$ cat src/hdl/one_wire_bus_master_unit_macros.svh
// assertion macros used by the bus master sequencer rtl
`ifndef ONE_WIRE_BUS_MASTER_UNIT_MACROS_SVH
`define ONE_WIRE_BUS_MASTER_UNIT_MACROS_SVH

// same-cycle implication, checked outside reset
`define OWBM_ASSERT_NOW(label, ante, cons, msg) \
  label: assert property (@(posedge clk) disable iff (!rst_n) (ante) |-> (cons)) \
    else $error(msg);

// next-cycle implication, checked outside reset
`define OWBM_ASSERT_NEXT(label, ante, cons, msg) \
  label: assert property (@(posedge clk) disable iff (!rst_n) (ante) |=> (cons)) \
    else $error(msg);

`endif

$ cat src/hdl/owbm_pkg.sv
// types, codes and constants of the 1-wire bus master
package owbm_pkg;

  // default counter width and signed width for timing sums
  localparam int COUNTER_BITS_DEF = 11;
  localparam int SUM_W            = 13;

  // configuration register reset values
  localparam logic [9:0] SLOT_TIME_RST        = 10'd60;
  localparam logic [7:0] RECOVERY_TIME_RST    = 8'd10;
  localparam logic [5:0] INIT_LOW_TIME_RST    = 6'd2;
  localparam logic [5:0] READ_SAMPLE_TIME_RST = 6'd15;
  localparam logic [9:0] RESET_LOW_TIME_RST   = 10'd480;
  localparam logic [9:0] RESET_HIGH_TIME_RST  = 10'd480;
  localparam logic [9:0] PRS_SAMPLE_TIME_RST  = 10'd70;

  // configuration register indexes
  localparam int CFG_IDX_W  = 3;
  localparam int CFG_DATA_W = 10;
  localparam logic [CFG_IDX_W-1:0] CFG_SLOT_TIME        = 3'd0;
  localparam logic [CFG_IDX_W-1:0] CFG_RECOVERY_TIME    = 3'd1;
  localparam logic [CFG_IDX_W-1:0] CFG_INIT_LOW_TIME    = 3'd2;
  localparam logic [CFG_IDX_W-1:0] CFG_READ_SAMPLE_TIME = 3'd3;
  localparam logic [CFG_IDX_W-1:0] CFG_RESET_LOW_TIME   = 3'd4;
  localparam logic [CFG_IDX_W-1:0] CFG_RESET_HIGH_TIME  = 3'd5;
  localparam logic [CFG_IDX_W-1:0] CFG_PRS_SAMPLE_TIME  = 3'd6;

  // command codes
  localparam logic [3:0] CMD_NONE     = 4'd0;
  localparam logic [3:0] CMD_RST_PRS  = 4'd1;
  localparam logic [3:0] CMD_RST      = 4'd2;
  localparam logic [3:0] CMD_PRS      = 4'd3;
  localparam logic [3:0] CMD_WR_BIT   = 4'd4;
  localparam logic [3:0] CMD_RD_BIT   = 4'd5;
  localparam logic [3:0] CMD_WR_BYTE  = 4'd6;
  localparam logic [3:0] CMD_RD_BYTE  = 4'd7;
  localparam logic [3:0] CMD_RD_2BITS = 4'd8;

  // sequencer phases
  typedef enum logic [7:0] {
    PH_IDLE      = 8'b0000_0001,
    PH_RST_LOW   = 8'b0000_0010,
    PH_PRS_WAIT  = 8'b0000_0100,
    PH_PRS_TAIL  = 8'b0000_1000,
    PH_SLOT_LOW  = 8'b0001_0000,
    PH_SLOT_HIGH = 8'b0010_0000,
    PH_RD_WAIT   = 8'b0100_0000,
    PH_RD_TAIL   = 8'b1000_0000
  } phase_t;

  // one tick beat
  typedef struct packed {
    logic [3:0] command;
    logic [7:0] data_in;
    logic       line_level;
  } in_item_t;

  // one result beat
  typedef struct packed {
    logic       drive_low;
    logic       busy_res;
    logic       done_res;
    logic [7:0] read_data;
    logic       presence;
    logic       rejected;
  } out_item_t;

  // timing registers
  typedef struct packed {
    logic [9:0] slot_time;
    logic [7:0] recovery_time;
    logic [5:0] init_low_time;
    logic [5:0] read_sample_time;
    logic [9:0] reset_low_time;
    logic [9:0] reset_high_time;
    logic [9:0] presence_sample_time;
  } cfg_regs_t;

endpackage

$ cat src/hdl/owbm_seq.sv
// bus sequencer: phase state, slot timing and the per-tick result
`include "one_wire_bus_master_unit_macros.svh"

module owbm_seq import owbm_pkg::*; #(
  parameter int COUNTER_BITS = COUNTER_BITS_DEF
) (
  input  logic      clk,
  input  logic      rst_n,
  input  logic      adv_i,
  input  in_item_t  item_i,
  input  cfg_regs_t cfg_i,
  output out_item_t res_o
);

  localparam int CMP_W = ((COUNTER_BITS > SUM_W) ? COUNTER_BITS : SUM_W) + 1;

  typedef logic [COUNTER_BITS-1:0] cnt_t;
  typedef logic signed [SUM_W-1:0] sum_t;

  // state registers
  phase_t     phase_r, phase_nxt;
  cnt_t       cnt_r, cnt_nxt;
  logic [3:0] bl_r, bl_nxt;
  logic [7:0] sh_r, sh_nxt;
  logic [3:0] ac_r, ac_nxt;
  logic       pf_r, pf_nxt;

  // clamp a signed interval into the counter range
  function automatic cnt_t sat_cnt(input sum_t v);
    logic [CMP_W-1:0] ext;
    logic [CMP_W-1:0] lim;
    cnt_t             res;
    ext = {{(CMP_W-SUM_W){1'b0}}, v};
    lim = CMP_W'({COUNTER_BITS{1'b1}});
    if (v < 0) begin
      res = '0;
    end else if (ext > lim) begin
      res = '1;
    end else begin
      res = ext[COUNTER_BITS-1:0];
    end
    return res;
  endfunction

  // a zero interval still lasts one tick
  function automatic cnt_t min1(input cnt_t d);
    return (d == '0) ? cnt_t'(1) : d;
  endfunction

  // interval lengths from the timing registers
  sum_t slot_s, rec_s, init_s, rd_s, rlow_s, rhigh_s, prs_s;
  cnt_t d_rst_low, d_prs, d_init, d_slot, d_rd;
  cnt_t tail_prs, tail_w1, tail_w0, tail_rd;

  assign slot_s  = signed'(SUM_W'(cfg_i.slot_time));
  assign rec_s   = signed'(SUM_W'(cfg_i.recovery_time));
  assign init_s  = signed'(SUM_W'(cfg_i.init_low_time));
  assign rd_s    = signed'(SUM_W'(cfg_i.read_sample_time));
  assign rlow_s  = signed'(SUM_W'(cfg_i.reset_low_time));
  assign rhigh_s = signed'(SUM_W'(cfg_i.reset_high_time));
  assign prs_s   = signed'(SUM_W'(cfg_i.presence_sample_time));

  assign d_rst_low = min1(sat_cnt(rlow_s));
  assign d_prs     = min1(sat_cnt(prs_s));
  assign d_init    = min1(sat_cnt(init_s));
  assign d_slot    = min1(sat_cnt(slot_s));
  assign d_rd      = min1(sat_cnt(rd_s));
  assign tail_prs  = sat_cnt(rhigh_s - prs_s);
  assign tail_w1   = sat_cnt(slot_s + rec_s - init_s);
  assign tail_w0   = sat_cnt(rec_s);
  assign tail_rd   = sat_cnt(slot_s + rec_s - init_s - rd_s);

  // one tick: optional start, count down, phase change on expiry
  always_comb begin
    phase_t     ph;
    cnt_t       cnt;
    cnt_t       tail;
    logic [3:0] bl;
    logic [7:0] sh;
    logic [3:0] ac;
    logic       pf;
    logic       valid_cmd;
    logic       is_wr;
    logic       end_slot;
    logic       fin;
    logic [2:0] pos;
    ph        = phase_r;
    cnt       = cnt_r;
    bl        = bl_r;
    sh        = sh_r;
    ac        = ac_r;
    pf        = pf_r;
    tail      = '0;
    end_slot  = 1'b0;
    fin       = 1'b0;
    pos       = '0;
    res_o     = '0;
    valid_cmd = (item_i.command >= CMD_RST_PRS) && (item_i.command <= CMD_RD_2BITS);

    // start a sequence or flag a busy collision
    if (ph == PH_IDLE) begin
      if (valid_cmd) begin
        ac = item_i.command;
        sh = '0;
        bl = '0;
        unique case (item_i.command)
          CMD_RST_PRS, CMD_RST: begin
            ph  = PH_RST_LOW;
            cnt = d_rst_low;
          end
          CMD_PRS: begin
            ph  = PH_PRS_WAIT;
            cnt = d_prs;
          end
          CMD_WR_BIT: begin
            sh  = {7'b0, item_i.data_in[0]};
            bl  = 4'd1;
            ph  = PH_SLOT_LOW;
            cnt = sh[0] ? d_init : d_slot;
          end
          CMD_RD_BIT: begin
            bl  = 4'd1;
            ph  = PH_SLOT_LOW;
            cnt = d_init;
          end
          CMD_WR_BYTE: begin
            sh  = item_i.data_in;
            bl  = 4'd8;
            ph  = PH_SLOT_LOW;
            cnt = sh[0] ? d_init : d_slot;
          end
          CMD_RD_BYTE: begin
            bl  = 4'd8;
            ph  = PH_SLOT_LOW;
            cnt = d_init;
          end
          default: begin
            // read two bits
            bl  = 4'd2;
            ph  = PH_SLOT_LOW;
            cnt = d_init;
          end
        endcase
      end
    end else if (valid_cmd) begin
      res_o.rejected = 1'b1;
    end

    is_wr = (ac == CMD_WR_BIT) || (ac == CMD_WR_BYTE);

    // active tick
    if (ph != PH_IDLE) begin
      res_o.busy_res  = 1'b1;
      res_o.drive_low = (ph == PH_RST_LOW) || (ph == PH_SLOT_LOW);
      if (cnt != '0) begin
        cnt = cnt - cnt_t'(1);
      end
      if (cnt == '0) begin
        unique case (ph)
          PH_RST_LOW: begin
            if (ac == CMD_RST) begin
              fin = 1'b1;
            end else begin
              ph  = PH_PRS_WAIT;
              cnt = d_prs;
            end
          end
          PH_PRS_WAIT: begin
            pf = ~item_i.line_level;
            if (tail_prs != '0) begin
              ph  = PH_PRS_TAIL;
              cnt = tail_prs;
            end else begin
              fin = 1'b1;
            end
          end
          PH_SLOT_LOW: begin
            if (is_wr) begin
              tail = sh[0] ? tail_w1 : tail_w0;
              if (tail != '0) begin
                ph  = PH_SLOT_HIGH;
                cnt = tail;
              end else begin
                end_slot = 1'b1;
              end
            end else begin
              ph  = PH_RD_WAIT;
              cnt = d_rd;
            end
          end
          PH_RD_WAIT: begin
            // store the sampled bit
            if (ac == CMD_RD_BYTE) begin
              sh = {item_i.line_level, sh[7:1]};
            end else if (ac == CMD_RD_2BITS) begin
              pos = 3'd2 - {1'b0, bl[1:0]};
              sh  = sh | (8'(item_i.line_level) << pos);
            end else begin
              sh = {7'b0, item_i.line_level};
            end
            if (tail_rd != '0) begin
              ph  = PH_RD_TAIL;
              cnt = tail_rd;
            end else begin
              end_slot = 1'b1;
            end
          end
          PH_SLOT_HIGH, PH_RD_TAIL: begin
            end_slot = 1'b1;
          end
          default: begin
            fin = 1'b1;
          end
        endcase

        // slot done: next bit or finish
        if (end_slot) begin
          if (is_wr) begin
            sh = sh >> 1;
          end
          if (bl != '0) begin
            bl = bl - 4'd1;
          end
          if (bl != '0) begin
            ph  = PH_SLOT_LOW;
            cnt = (is_wr && !sh[0]) ? d_slot : d_init;
          end else begin
            fin = 1'b1;
          end
        end

        // sequence complete
        if (fin) begin
          ph             = PH_IDLE;
          cnt            = '0;
          res_o.done_res = 1'b1;
          if ((ac == CMD_RD_BIT) || (ac == CMD_RD_BYTE) || (ac == CMD_RD_2BITS)) begin
            res_o.read_data = sh;
          end
        end
      end
    end

    res_o.presence = pf;
    phase_nxt      = ph;
    cnt_nxt        = cnt;
    bl_nxt         = bl;
    sh_nxt         = sh;
    ac_nxt         = ac;
    pf_nxt         = pf;
  end

  // state update on each accepted tick
  always_ff @(posedge clk) begin
    if (!rst_n) begin
      phase_r <= PH_IDLE;
      cnt_r   <= '0;
      bl_r    <= '0;
      sh_r    <= '0;
      ac_r    <= CMD_NONE;
      pf_r    <= 1'b0;
    end else if (adv_i) begin
      phase_r <= phase_nxt;
      cnt_r   <= cnt_nxt;
      bl_r    <= bl_nxt;
      sh_r    <= sh_nxt;
      ac_r    <= ac_nxt;
      pf_r    <= pf_nxt;
    end
  end

  // checks
  `OWBM_ASSERT_NOW(a_idle_cnt_zero, phase_r == PH_IDLE, cnt_r == '0, "idle with live counter")
  `OWBM_ASSERT_NOW(a_reject_busy, res_o.rejected, phase_r != PH_IDLE, "reject while idle")
  `OWBM_ASSERT_NOW(a_data_on_done, res_o.read_data != 8'd0, res_o.done_res, "read data w/o done")
  `OWBM_ASSERT_NEXT(a_done_to_idle, adv_i && res_o.done_res, phase_r == PH_IDLE, "done not idle")

endmodule

$ cat src/hdl/one_wire_bus_master_unit.sv
// 1-wire bus master top level: timing registers, sequencer and result register
//
// Each input beat is one microsecond tick carrying an optional command, a data
// byte and the sampled bus level; each accepted tick yields exactly one result
// beat with the line drive, busy/done flags, read data, presence and a reject
// flag. The block takes one tick per clock: the sequencer evaluates a tick
// combinationally and the result is held in an output register, so a new tick
// is accepted whenever that register is empty or being taken in the same
// cycle (in_stall follows out_stall only while a result is waiting). Timing
// registers are written through the cfg port, which is always ready; write
// them only while no sequence is running.

module one_wire_bus_master_unit import owbm_pkg::*; #(
  parameter int COUNTER_BITS = COUNTER_BITS_DEF
) (
  input  logic                  clk,
  input  logic                  rst_n,
  // tick input
  input  logic                  in_valid,
  output logic                  in_stall,
  input  in_item_t              in_data,
  // result output
  output logic                  out_valid,
  input  logic                  out_stall,
  output out_item_t             out_data,
  // register writes
  input  logic                  cfg_valid,
  output logic                  cfg_ready,
  input  logic [CFG_IDX_W-1:0]  cfg_index,
  input  logic [CFG_DATA_W-1:0] cfg_data
);

  cfg_regs_t cfg_r;
  out_item_t res;
  out_item_t out_data_r;
  logic      out_valid_r;
  logic      adv;

  // handshake
  assign in_stall  = out_valid_r & out_stall;
  assign adv       = in_valid & ~in_stall;
  assign cfg_ready = 1'b1;
  assign out_valid = out_valid_r;
  assign out_data  = out_data_r;

  // timing registers
  always_ff @(posedge clk) begin
    if (!rst_n) begin
      cfg_r.slot_time            <= SLOT_TIME_RST;
      cfg_r.recovery_time        <= RECOVERY_TIME_RST;
      cfg_r.init_low_time        <= INIT_LOW_TIME_RST;
      cfg_r.read_sample_time     <= READ_SAMPLE_TIME_RST;
      cfg_r.reset_low_time       <= RESET_LOW_TIME_RST;
      cfg_r.reset_high_time      <= RESET_HIGH_TIME_RST;
      cfg_r.presence_sample_time <= PRS_SAMPLE_TIME_RST;
    end else if (cfg_valid && cfg_ready) begin
      unique case (cfg_index)
        CFG_SLOT_TIME:        cfg_r.slot_time            <= cfg_data;
        CFG_RECOVERY_TIME:    cfg_r.recovery_time        <= cfg_data[7:0];
        CFG_INIT_LOW_TIME:    cfg_r.init_low_time        <= cfg_data[5:0];
        CFG_READ_SAMPLE_TIME: cfg_r.read_sample_time     <= cfg_data[5:0];
        CFG_RESET_LOW_TIME:   cfg_r.reset_low_time       <= cfg_data;
        CFG_RESET_HIGH_TIME:  cfg_r.reset_high_time      <= cfg_data;
        CFG_PRS_SAMPLE_TIME:  cfg_r.presence_sample_time <= cfg_data;
        default: ;
      endcase
    end
  end

  // tick sequencer
  owbm_seq #(
    .COUNTER_BITS(COUNTER_BITS)
  ) u_seq (
    .clk    (clk),
    .rst_n  (rst_n),
    .adv_i  (adv),
    .item_i (in_data),
    .cfg_i  (cfg_r),
    .res_o  (res)
  );

  // result register
  always_ff @(posedge clk) begin
    if (!rst_n) begin
      out_valid_r <= 1'b0;
    end else if (adv) begin
      out_valid_r <= 1'b1;
    end else if (!out_stall) begin
      out_valid_r <= 1'b0;
    end
  end

  always_ff @(posedge clk) begin
    if (adv) begin
      out_data_r <= res;
    end
  end

endmodule

$ cat config.mk
export PLATFORM = sky130hd
export DESIGN_NAME = one_wire_bus_master_unit
export DESIGN_NICKNAME = d
export VERILOG_FILES = /design/src/hdl/owbm_pkg.sv /design/src/hdl/owbm_seq.sv /design/src/hdl/one_wire_bus_master_unit.sv
export VERILOG_INCLUDE_DIRS = /design/src /design/src/hdl
export SDC_FILE = /design/constraint.sdc
export NUM_CORES = 1
export LEC_CHECK = 0
export BUFFER_PORTS_ARGS = -buffer_cell sky130_fd_sc_hd__buf_2
export CORE_ASPECT_RATIO = 1.2
export CORE_MARGIN = 2
export CORE_UTILIZATION = 65
export CTS_CLUSTER_SIZE = 30
export DETAILED_ROUTE_END_ITERATION = 8
export PLACE_DENSITY = 0.87
export SLEW_MARGIN = 5
export SYNTH_ARGS = -nofsm -noshare
export SYNTH_HDL_FRONTEND = slang
export SYNTH_SLANG_ARGS = --single-unit
$ cat constraint.sdc
create_clock -name clk -period 14.4 [get_ports clk]
set_input_delay 2.88 -clock clk [delete_from_list [all_inputs] [get_ports clk]]
set_output_delay 2.88 -clock clk [all_outputs]
set_load 0.02 [all_outputs]
### Word level (Yosys, flattened, before mapping)

Index checks and enable logic that the tools add are counted.

| storage, ports and cells | value |
|---|---|
| bits in writable memories | 0 |
| input port bits | 31 |
| memories kept | 0 |
| output and inout port bits | 16 |
| logic and storage cells | 221 |
| bits in registers | 110 |
| ROM bits | 0 |
| bits in latches | 0 |

| operators by class | value |
|---|---|
| divide/modulo/power cells | 0 |
| $mul | 0 |
| reductions and logical operators | 36 |
| order comparisons | 20 |
| bitwise gates (word level) | 5 |
| shifts and indexed selects | 1 |
| add/sub/neg operators | 7 |
| mux-type cells | 104 |
| equality and inequality tests | 28 |

Operator list:

| cell | number |
|---|---|
| 11-bit two-way mux | 40 |
| 8-bit two-way mux | 25 |
| 11-bit zero test | 6 |
| 4-bit two-way mux | 11 |
| 11-bit case mux with 4 select lines | 1 |
| 11-bit nonzero test | 4 |
| 13-bit by 11-bit > comparator with 1-bit output (second input constant) | 3 |
| 10-bit by 11-bit > comparator with 1-bit output (second input constant) | 3 |
| 11-bit case mux with 3 select lines | 1 |
| 4-bit by 3-bit equality test with 1-bit output (second input constant) | 8 |
| 8-bit case mux with 4 select lines | 1 |
| 10-bit by 1-bit less-than comparator with 1-bit output (second input constant) | 3 |
| 13-bit by 1-bit less-than comparator with 1-bit output (second input constant) | 2 |
| 6-bit by 11-bit > comparator with 1-bit output (second input constant) | 2 |
| 9-bit two-way mux | 2 |
| 1-bit two-way mux | 17 |
| 8-bit case mux with 2 select lines | 1 |
| 2-bit AND reduction | 8 |
| 13-bit by 7-bit subtractor with 13-bit output | 1 |
| 4-bit by 2-bit equality test with 1-bit output (second input constant) | 3 |
| 6-bit by 1-bit less-than comparator with 1-bit output (second input constant) | 2 |
| 4-bit case mux with 3 select lines | 1 |
| 11-bit by 6-bit subtractor with 12-bit output | 1 |
| 10-bit by 8-bit adder with 11-bit output | 1 |
| 39 further kinds | 54 |

### Depth between registers and ports, before layout

Gate-level depths: netlist of run 1.

| depth | value |
|---|---|
| depth after elaboration | 26 |
| depth in mapped cells | 22 |
| mapped depth without buffers | 20 |

### Cells and area by module

Synthesis of run 1 repeated with hierarchy kept, for this count alone.

| unflattened totals | value |
|---|---|
| cells, all modules | 1189 |
| area, all modules | 9464.1 um^2 |

By module, submodules not included:

| module | sequential area each (um^2) | cells each | times used | area each (um^2) |
|---|---|---|---|---|
| owbm_seq | 720.7 | 948 | 1 | 6702.7 |
| one_wire_bus_master_unit | 1611.5 | 241 | 1 | 2761.4 |

### Worst setup path after synthesis of run 1

OpenSTA, ideal clock, no wires.

| path | value |
|---|---|
| path kind | input-to-reg |
| start | in in_data[12] (netlist bit) |
| end | reg u_seq.phase_r[2] |
| required time | 14244 ps |
| stages on the path | 20 |
| arrival | 7032 ps |
| path buffers | 5 |
| path slack | 7213 ps |
| setup time | 156 ps |
| cell sequence | buf_2 nor4_1 nor4_4 buf_4 o21ai_0 and2_1 clkbuf_1 ha_1 nand2b_1 a41oi_1 a41oi_2 or4_4 or3_1 buf_2 o32ai_4 nand4_4 nor3_4 buf_6 mux2i_1 a21oi_1 |

| on the way | value |
|---|---|
| cells in the longest elaborated chain, start to end | 18 |
| elaborated cells on any way between the ends | 78 |
| classes of those cells | 2 x add/sub; 2 x order compare; 17 x eq/ne; 43 x mux; 14 x reduce/logical |

Ends and longest elaborated chain:

| item | RTL line | source |
|---|---|---|
| from (decl) | one_wire_bus_master_unit.sv:21 | `input in_item_t in_data,` |
| 4-bit by 1-bit equality test with 1-bit output, or another cell as far along | owbm_seq.sv:106 | `unique case (item_i.command)` |
| 3-bit OR reduction (no source line) / 2-bit OR reduction (equally long branches) | - |  |
| 4-bit case mux with 3 select lines | owbm_seq.sv:106 |  |
| 4-bit two-way mux | owbm_seq.sv:102 | `if (valid_cmd) begin` |
| 4-bit two-way mux | owbm_seq.sv:101 | `if (ph == PH_IDLE) begin` |
| 4-bit by 1-bit subtractor with 4-bit output / 4-bit nonzero test (equally long branches) | owbm_seq.sv:222, owbm_seq.sv:221 |  |
| 4-bit two-way mux | owbm_seq.sv:221 | `if (bl != '0) begin` |
| 4-bit two-way mux | owbm_seq.sv:217 | `if (end_slot) begin` |
| [2 not listed] | - |  |
| 4-bit nonzero test | owbm_seq.sv:224 | `if (bl != '0) begin` |
| 1-bit two-way mux | owbm_seq.sv:224 |  |
| 1-bit two-way mux | owbm_seq.sv:217 |  |
| 1-bit two-way mux | owbm_seq.sv:158 | `if (cnt == '0) begin` |
| 1-bit two-way mux | owbm_seq.sv:152 | `if (ph != PH_IDLE) begin` |
| 8-bit two-way mux | owbm_seq.sv:233 | `if (fin) begin` |
| 8-bit two-way mux | owbm_seq.sv:158 |  |
| 8-bit two-way mux * | owbm_seq.sv:152 |  |
| to (signal assigned) | owbm_seq.sv:263 | `phase_r <= phase_nxt;` |
| to (decl) | owbm_seq.sv:21 | `phase_t phase_r, phase_nxt;` |

Every way passes the cells marked *; elsewhere a longest branch is shown, timed or not. The select of a mux whose other input is x is not followed.
A chain may end at the register's enable or synchronous reset.

### Worst setup path after layout of run 1

| path | value |
|---|---|
| start | in in_data[12] (netlist bit) |
| end | reg out_data_r (netlist bit out_data[4]), data pin |

| on the way | value |
|---|---|
| cells in the longest elaborated chain, start to end | 16 |
| elaborated cells on any way between the ends | 84 |
| classes of those cells | 3 x add/sub; 2 x order compare; 20 x eq/ne; 1 x shift; 40 x mux; 1 x bitwise; 17 x reduce/logical |

Ends and longest elaborated chain:

| item | RTL line | source |
|---|---|---|
| 4-bit by 1-bit equality test with 1-bit output, or another cell as far along | owbm_seq.sv:106 |  |
| 3-bit OR reduction (no source line) / 2-bit OR reduction (equally long branches) | - |  |
| 4-bit case mux with 3 select lines | owbm_seq.sv:106 |  |
| 4-bit two-way mux | owbm_seq.sv:102 |  |
| 4-bit two-way mux | owbm_seq.sv:101 |  |
| 4-bit by 1-bit subtractor with 4-bit output, or another cell as far along | owbm_seq.sv:222 | `bl = bl - 4'd1;` |
| 4-bit two-way mux / 1-bit by 3-bit << shifter with 8-bit output (equally long branches) | owbm_seq.sv:221, owbm_seq.sv:197 |  |
| 4-bit two-way mux / 8-bit OR (equally long branches) | owbm_seq.sv:217, owbm_seq.sv:197 |  |
| 4-bit two-way mux / 8-bit two-way mux (equally long branches) | owbm_seq.sv:158, owbm_seq.sv:195 |  |
| 4-bit two-way mux / 8-bit two-way mux (equally long branches) | owbm_seq.sv:152, owbm_seq.sv:193 |  |
| 4-bit nonzero test / 8-bit two-way mux (equally long branches) | owbm_seq.sv:224, owbm_seq.sv:159 |  |
| 1-bit two-way mux / 8-bit two-way mux (equally long branches) | owbm_seq.sv:224, owbm_seq.sv:218 |  |
| 1-bit two-way mux / 8-bit two-way mux (equally long branches) | owbm_seq.sv:217 |  |
| 1-bit two-way mux / 8-bit two-way mux (equally long branches) | owbm_seq.sv:158 |  |
| 1-bit two-way mux / 8-bit two-way mux (equally long branches) | owbm_seq.sv:152 |  |
| 4-bit AND reduction (no source line) / 8-bit two-way mux (equally long branches) | - |  |
| to (signal assigned) | one_wire_bus_master_unit.sv:95 | `out_data_r <= res;` |
| to (decl) | one_wire_bus_master_unit.sv:35 | `out_item_t out_data_r;` |

Several ways; a longest one is shown, not always the timed one. The select of a mux whose other input is x is not followed.

==> key figures, run 1 <==
Floorplan
  – Die width: 111 um
  – Die ar.: around 15,000 um2
  – Die height: 132 um
  – Std cell rows: 46
  – Starting Density: around two thirds
  – Core area: around 13,000 um2
  – Top-Level Pins: 47

Critical path
  – CP Max Fanout: 25
  – Nature of the critical path endpoint: flop
  – Largest stage delay on the critical path: roughly 0.86 ns
  – Reg2reg end: u_seq.cnt_r[0]
  – CP Launch Type: input pin
  – CP required: 14.63 ns
  – Reg-to-Reg Start: cfg_r[51]
  – Critical-path cell list: buf_2 > or4b_1 > o21a_1 > a221o_1 > mux2i_2 > ha_1 > nand2b_1 > a41oi_1 > a41oi_2 > or4_4 > nor3_1 > o31a_2 > o32ai_4 > nor3_4 > nand4_4 > nor2_1
  – CP Class: in2reg
  – Worst R2R Setup Slack: 8.02 ns
  – CP arrival: approximately 8.2 ns
  – Critical path's slowest cell: nor3_4
  – Register-to-Register Path Depth: 16

Global route
  – Routing usage on met2: 69.4%
  – Antenna violations before repair: 0
  – First-pass GRT wire length: 48,000 um
  – Met1 Resource Use GR: between 40% and 50%
  – Vias in the first global route: between 8k and 9k
  – Top Usage Layer GRT: met2
  – Gr usage total: between 40% and 50%
  – GRT met3 Usage: about a tenth
  – Largest net degree at the start of global routing: 50
  – GR Overflow Total: 0

Timing
  – FMAX: roughly 130 MHz
  – Clk_skew: between 0.015 and 0.02 ns
  – Tmin final: between 7 and 8 ns
  – Worst Tran Pin Value: between 1 and 1.5 ns
  – Final worst slack: between 6 and 7 ns
  – Max-slew violations: 0
  – Tcrit/Tclk final: between 50% and 60%
  – Hold Vio Cnt, Final: 0
  – Min Hold Slack: around 0.46 ns
  – RSZ-0062 raised after global routing: no
  – Setup TNS: 0 ns
  – Setup violators final: 0
  – Worst slew margin relative to its limit: under 10%

Placed design
  – IO Port Bufs: 45
  – Placed insts: approximately 1.4k
  – Placer Congestion: 1.08
  – Hpwl dp: between 20,000 and 25,000 um
  – Setup WS pre-CTS: roughly 6 ns

Detailed routing
  – # DRC: 1
  – ANT nets after route: 0
  – Vias per cell: 7.10
  – DRT Pass-1 Iters: 9
  – Initial drt markers: 1,151
  – Via count: 9,734
  – Final WL: 31,000 um
  – WL/cell: ~23 um

Synth
  – Main synth FF type: dfxtp_1
  – Register bit total from synthesis: 110
  – Mean Syn Cell Area: about 7.5 um2
  – Mapped Cells: between 1k and 1.5k
  – Post-synth ARST share: 0%
  – Post-synth EDFFs: 13
  – Yosys Warn Count: 0
  – Syn Nets: about 1.3k
  – Post-synthesis sequential area ratio: 26.1%
  – Post-synthesis cell area: approximately 9000 um2
  – Cell variety after synth: between 80 and 90

Job
  – Max cap viols: 0

Clock tree
  – Clock Latency Late Sink: between 0.3 and 0.4 ns
  – TritonCTS buffer count: 9
  – Postcts setup bufs: 0
  – CTS Hold Bufs: 0
  – # H-tree levels: 3
  – CTS sink cnt: 110
  – Register clock-pin slew on the reported worst setup and hold paths: ~0.08 ns
  – CTS resizes: 0
  – CTS Buffer Depth: 2
  – Root buf cell: clkbuf_16
  – CTS tree: yes

Power and ir drop
  – Overall power: 953 uW
  – Leak: approximately 0.0036 uW
  – PD cells: roughly 100 nW/um2
  – Max VDD drop: between 80 and 90 uV

Min path
  – Worst Hold End: cfg_r[20]
  – Worst Hold Launch: cfg_r[20]
  – Hold depth: 2
  – Tightest Hold Check Type: reg2reg

Finish
  – Commonest non-fill, non-tap cells in the layout: nand2_1 (161), dfxtp_1 (97), nor2_1 (95)
  – Share of layout cells above drive strength 1: a little under a tenth
  – Layout area overhead: 7.15%
  – Most common cell after layout, fill and taps aside: nand2_1
  – Layout net count: between 1k and 1.5k
  – Diodes inserted: 0
  – Non-Filler Instances: roughly 1.4k

Run status
  – Status: finished, violations left
  – Failing checks: DRC
## power by group
| group | internal, uW | switching (uW) |
|---|---|---|
| clock | 141 | 126 |
| sequential | 323 | 12.1 |
| combinational | 118 | 232 |
## worst max-delay path, delay by kind of cell
kind | cells | cell delay, ns
AND/OR/NAND/NOR | 7 | 3.20
AO/OA/AOI/OAI | 6 | 1.28
adder cells (fa/ha/maj) | 1 | 0.34
multiplexers | 1 | 0.28
buffers and inverters | 1 | 0.19
## sequential cells by signal (all words and copies together) (netlist names)
signal,cells
cfg_r,60
out_data,13
u_seq.cnt_r,11
u_seq.phase_r,8
u_seq.sh_r,8
u_seq.ac_r,4
u_seq.bl_r,4
out_valid,1
u_seq.pf_r,1
## Yosys cell counts, drive strengths merged (7+ instances only)
| cell type | number | area share, % |
|---|---|---|
| dfxtp | 97 | 22 |
| a21boi | 10 | 0.84 |
| o31ai | 11 | 0.92 |
| a211oi | 25 | 2.1 |
| fa | 8 | 1.8 |
| o21a | 11 | 0.92 |
| o21ai | 63 | 3.6 |
| mux2i | 33 | 3.7 |
| ha | 33 | 4.6 |
| o22ai | 7 | 0.49 |
| nor2b | 15 | 1.0 |
| o31a | 10 | 0.99 |
| a22oi | 13 | 1.1 |
| nor3 | 29 | 1.9 |
| nor4 | 15 | 1.3 |
| nor2 | 96 | 4.1 |
| buf | 11 | 0.74 |
| a221oi | 11 | 1.1 |
| nand2b | 14 | 0.98 |
| and2 | 10 | 0.70 |
| a31oi | 20 | 1.4 |
| nand4 | 18 | 1.7 |
| o211ai | 30 | 2.5 |
| or3 | 10 | 0.70 |
| and3 | 16 | 1.1 |
| a32oi | 9 | 0.88 |
| nand3 | 50 | 2.8 |
| xor2 | 14 | 1.4 |
| a21o | 11 | 0.92 |
| a21oi | 91 | 5.1 |
| xnor2 | 11 | 1.1 |
| nand2 | 162 | 6.8 |
| edfxtp | 13 | 4.4 |
| clkbuf | 49 | 2.1 |
| inv | 67 | 2.8 |
## per-layer routing
metal,share of wire (%),up-vias,routed length [um]
met5,0,-,0
met2,46,621,14400
met4,8.6,0,2650
met1,36,4474,11000
met3,9.4,190,2920
li1,-,4449,-
## layout make-up
type,instances,area [um2]
Multi-Input combinational cell,950,6140
Fill cell,1124,3770
Sequential cell,110,2330
Timing Repair Buffer,60,338
Clock buffer,13,283
Inverter,67,251
Tap cell,168,210
Clock inverter,3,30.0
## kinds of logic after synthesis
kind of cell,synth area share [%]
compound gates,29.3
flops,26.1
other cells,0.0419
fa+ha+maj,6.41
simple gates,26.1
xor+xnor,2.45
mux,3.99
buf+inv,5.61
## worst max-delay path by stage
stage,start,endpoint,slack (ns),depth (start not counted)
finish,in_data[12],out_data[4],6.46,16
global route,in_data[12],out_data[4],6.18,17
CTS,in_data[12],out_data[9],6.52,16
floorplan,in_data[12],u_seq.phase_r[2],7.21,20
global placement,in_data[12],out_data[5],6.35,16
detailed placement,in_data[12],out_data[9],6.15,16
## metrics by stage
| step | instance area (um2) | util (%) |
|---|---|---|
| CTS | 9580 | 71.7 |
| global route | 9580 | 71.7 |
| floorplan | 8940 | - |
| detailed placement | 9260 | 69.4 |
| finish | 9580 | 71.7 |
| global placement | 9260 | 69.4 |
(Power assumes the default switching activity.)
==> run 2, diff against run 1 <==
--- a/config.mk
+++ b/config.mk
@@ -6,13 +6,14 @@
 export SDC_FILE = /design/constraint.sdc
 export NUM_CORES = 1
 export LEC_CHECK = 0
+export ABC_AREA = 1
 export BUFFER_PORTS_ARGS = -buffer_cell sky130_fd_sc_hd__buf_2
 export CORE_ASPECT_RATIO = 1.2
 export CORE_MARGIN = 2
-export CORE_UTILIZATION = 65
+export CORE_UTILIZATION = 57
 export CTS_CLUSTER_SIZE = 30
 export DETAILED_ROUTE_END_ITERATION = 8
-export PLACE_DENSITY = 0.87
+export PLACE_DENSITY = 0.81
 export SLEW_MARGIN = 5
 export SYNTH_ARGS = -nofsm -noshare
 export SYNTH_HDL_FRONTEND = slang
==> constraint.sdc (replaced) <==
create_clock -name clk -period 6.5 [get_ports clk]
set_input_delay 1.3 -clock clk [delete_from_list [all_inputs] [get_ports clk]]
set_output_delay 1.3 -clock clk [all_outputs]
set_load 0.02 [all_outputs]
==> run 2 against run 1 <==
- largest power group unchanged
- wire length increased by 4.5%
- die area increased by 24%
- utilization decreased by 10 points
- clock-buffer cell count decreased by 3
- global-route usage decreased by 5.4 points
- worst hold slack improved by 0.0033 ns
- the flow now finishes without violations
- area after synthesis increased by 9.2%
- critical path type is now reg2reg
- sequential power increased by 120%
- first-iteration DRC count decreased by 21%
- combinational power increased to 3.1 times the previous value
==> key figures, run 2 <==
Timing
  – Clk_skew: roughly 0.01 ns
  – Tmin final: between 4 and 5 ns
  – Worst slew margin relative to its limit: a little under a quarter
  – FMAX: around 200 MHz
  – RSZ-0062 raised after global routing: no
  – Tcrit/Tclk final: between 70% and 80%
  – Setup TNS: 0 ns
  – Worst Tran Pin Value: roughly 1.1 ns
  – Setup violators final: 0
  – Hold Vio Cnt, Final: 0
  – Max-slew violations: 0

Finish
  – Largest Register: cfg_r
  – Max reg flops: 60
  – Layout area overhead: 6.60%
  – Layout net count: about 1.7k
  – Share of layout cells above drive strength 1: a little over a tenth
  – Most common cell after layout, fill and taps aside: nand2_1
  – Diodes inserted: 0
  – Commonest non-fill, non-tap cells in the layout: nand2_1 (493), inv_1 (232), nor2_1 (174)
  – Final instance area: 10,400 um2

Synth
  – Mapped Cells: 1,639
  – Main synth FF type: dfxtp_1
  – Yosys top cell area share: 19.9%
  – Post-synthesis sequential area ratio: between 20% and 30%
  – Post-synth ARST share: 0%
  – Largest area contributor in the netlist: dfxtp_1
  – Yosys Warn Count: 0
  – Register bit total from synthesis: between 100 and 150
  – Syn Nets: around 1.7k
  – Mean Syn Cell Area: ~6.0 um2
  – Post-synthesis cell area: between 9000 and 10,000 um2
  – Most frequent cell after synthesis: nand2_1
  – Area contributors post-synth: dfxtp_1 (20%), nand2_1 (19%), inv_1 (8.9%), nor2_1 (6.7%), nand3_1 (6.1%)
  – Post-synth EDFFs: 13
  – Synth top cells by count: nand2_1 (493), inv_1 (232), nor2_1 (175)
  – Cell variety after synth: 50

Critical path
  – Nature of the critical path endpoint: flop
  – CP Class: reg2reg
  – CP Launch Type: flop
  – CP required: between 6 and 7 ns
  – Most frequent CP cell: nand2_1
  – CP arrival: 5.24 ns
  – Cell family with most CP delay: simple AND/OR/NAND/NOR gates
  – Crit path buffers/inverters: 2
  – Largest stage delay on the critical path: a little over 0.5 ns
  – CP Max Fanout: 13
  – Critical path's slowest cell: fa_1

Power and ir drop
  – Switch share: around 45%
  – Max VDD drop: roughly 130 uV
  – Pint: around 1300 uW
  – Clk network pwr share: 23.7%
  – PD cells: about 230 nW/um2
  – Sequential Power Share: around 31%
  – Comb power frac: between 40% and 50%
  – Psw: roughly 1100 uW
  – Leak: ~0.005 uW

Floorplan
  – Starting Density: just under 60%
  – Core area: ~17,000 um2
  – Die width: 123 um
  – Std cell rows: 52
  – Top-Level Pins: 47
  – Die ar.: 18,200 um2
  – Die height: 147 um

Clock tree
  – # H-tree levels: 3
  – Clock Latency Late Sink: 0.37 ns
  – CTS sink cnt: 110
  – CTS tree: yes
  – CTS resizes: 0
  – Postcts setup bufs: 0
  – Register clock-pin slew on the reported worst setup and hold paths: around 0.08 ns
  – TritonCTS buffer count: 9
  – CTS Hold Bufs: 0
  – Root buf cell: clkbuf_16
  – CTS Buffer Depth: 2

Detailed routing
  – ANT nets after route: 0
  – Initial drt markers: 905
  – # DRC: 0
  – DRT Pass-1 Iters: 6
  – Vias per cell: 5.70
  – WL/cell: 17.2 um
  – Final WL: 32,400 um
  – Via count: approximately 11k

Placed design
  – IO Port Bufs: 45
  – Hpwl dp: approximately 25,000 um
  – Placer Congestion: 1.08
  – Placed cell areas: around 10,000 um2

Global route
  – GR Overflow Total: 0
  – Antenna violations before repair: 0
  – Largest net degree at the start of global routing: 61
  – Gr usage total: roughly 36%
  – First-pass GRT wire length: roughly 51,000 um
  – Vias in the first global route: 9,934

Run status
  – Status: complete, no violations

Job
  – Max cap viols: 0

Min path
  – Tightest Hold Check Type: reg2reg
## run 2: worst min-delay path: stages, from the launching register on
cell and delay (ns):
dfxtp_1 0.31, nand2_1 0.06, a21oi_1 0.05
## run 2: power groups by stage
stage	clock network (uW)	logic, uW	registers, uW
floorplan	0	803	762
global placement	0	1060	761
detailed placement	0	1070	762
CTS	577	1070	746
global route	597	1210	751
finish	575	1100	747
## run 2: final timing paths
path                                       end          start  slack (ns)  depth (start not counted)
worst max-delay path            u_seq.cnt_r[4]      cfg_r[51]        1.57                         29
worst min-delay path             u_seq.bl_r[0]  u_seq.bl_r[0]        0.47                          2
worst max register to register  u_seq.cnt_r[4]      cfg_r[51]        1.57                         29
worst min register to register   u_seq.bl_r[0]  u_seq.bl_r[0]        0.47                          2
## run 2: kinds of logic after synthesis
kind of cell	synth area share (%)
flip-flops	23.9
AO/OA/AOI/OAI	16.7
AND/OR/NAND/NOR	40.2
adder cells (fa/ha/maj)	5.87
XOR/XNOR	1.35
other	0.0384
buffers and inverters	12.0
## run 2: cell type report
cell class                 instances  area (um2)
clock buffer                      10         250
clock inverter                     6        48.8
fill                            1711        6440
inverter                         254         953
multi-input combinational       1235        6280
sequential                       110        2330
tap                              216         270
timing repair buffer              52         278
## run 2: stage by stage
stage / util, % / cells / worst slack [ns] / hold WS, ns / total power [uW]
6_report: 61.8 / 1883 / 1.57 / 0.466 / 2420
3_5_place_dp: 60.0 / 1867 / 1.25 / 0.456 / 1830
2_1_floorplan: - / 1639 / 2.20 / 0.433 / 1570
4_1_cts: 61.8 / 1883 / 1.63 / 0.468 / 2400
5_1_grt: 61.8 / 1883 / 1.10 / 0.485 / 2560
3_3_place_gp: 60.0 / 1867 / 1.28 / 0.445 / 1820
## run 2: routing by layer
metal / part of all wire [%] / global-route usage (%) / vias up
li1: - / - / 5277
met1: 39 / 44.4 / 4822
met2: 47 / 59.5 / 515
met3: 8.6 / 5.86 / 127
met4: 5.2 / 18.7 / 0
met5: 0 / 0 / -
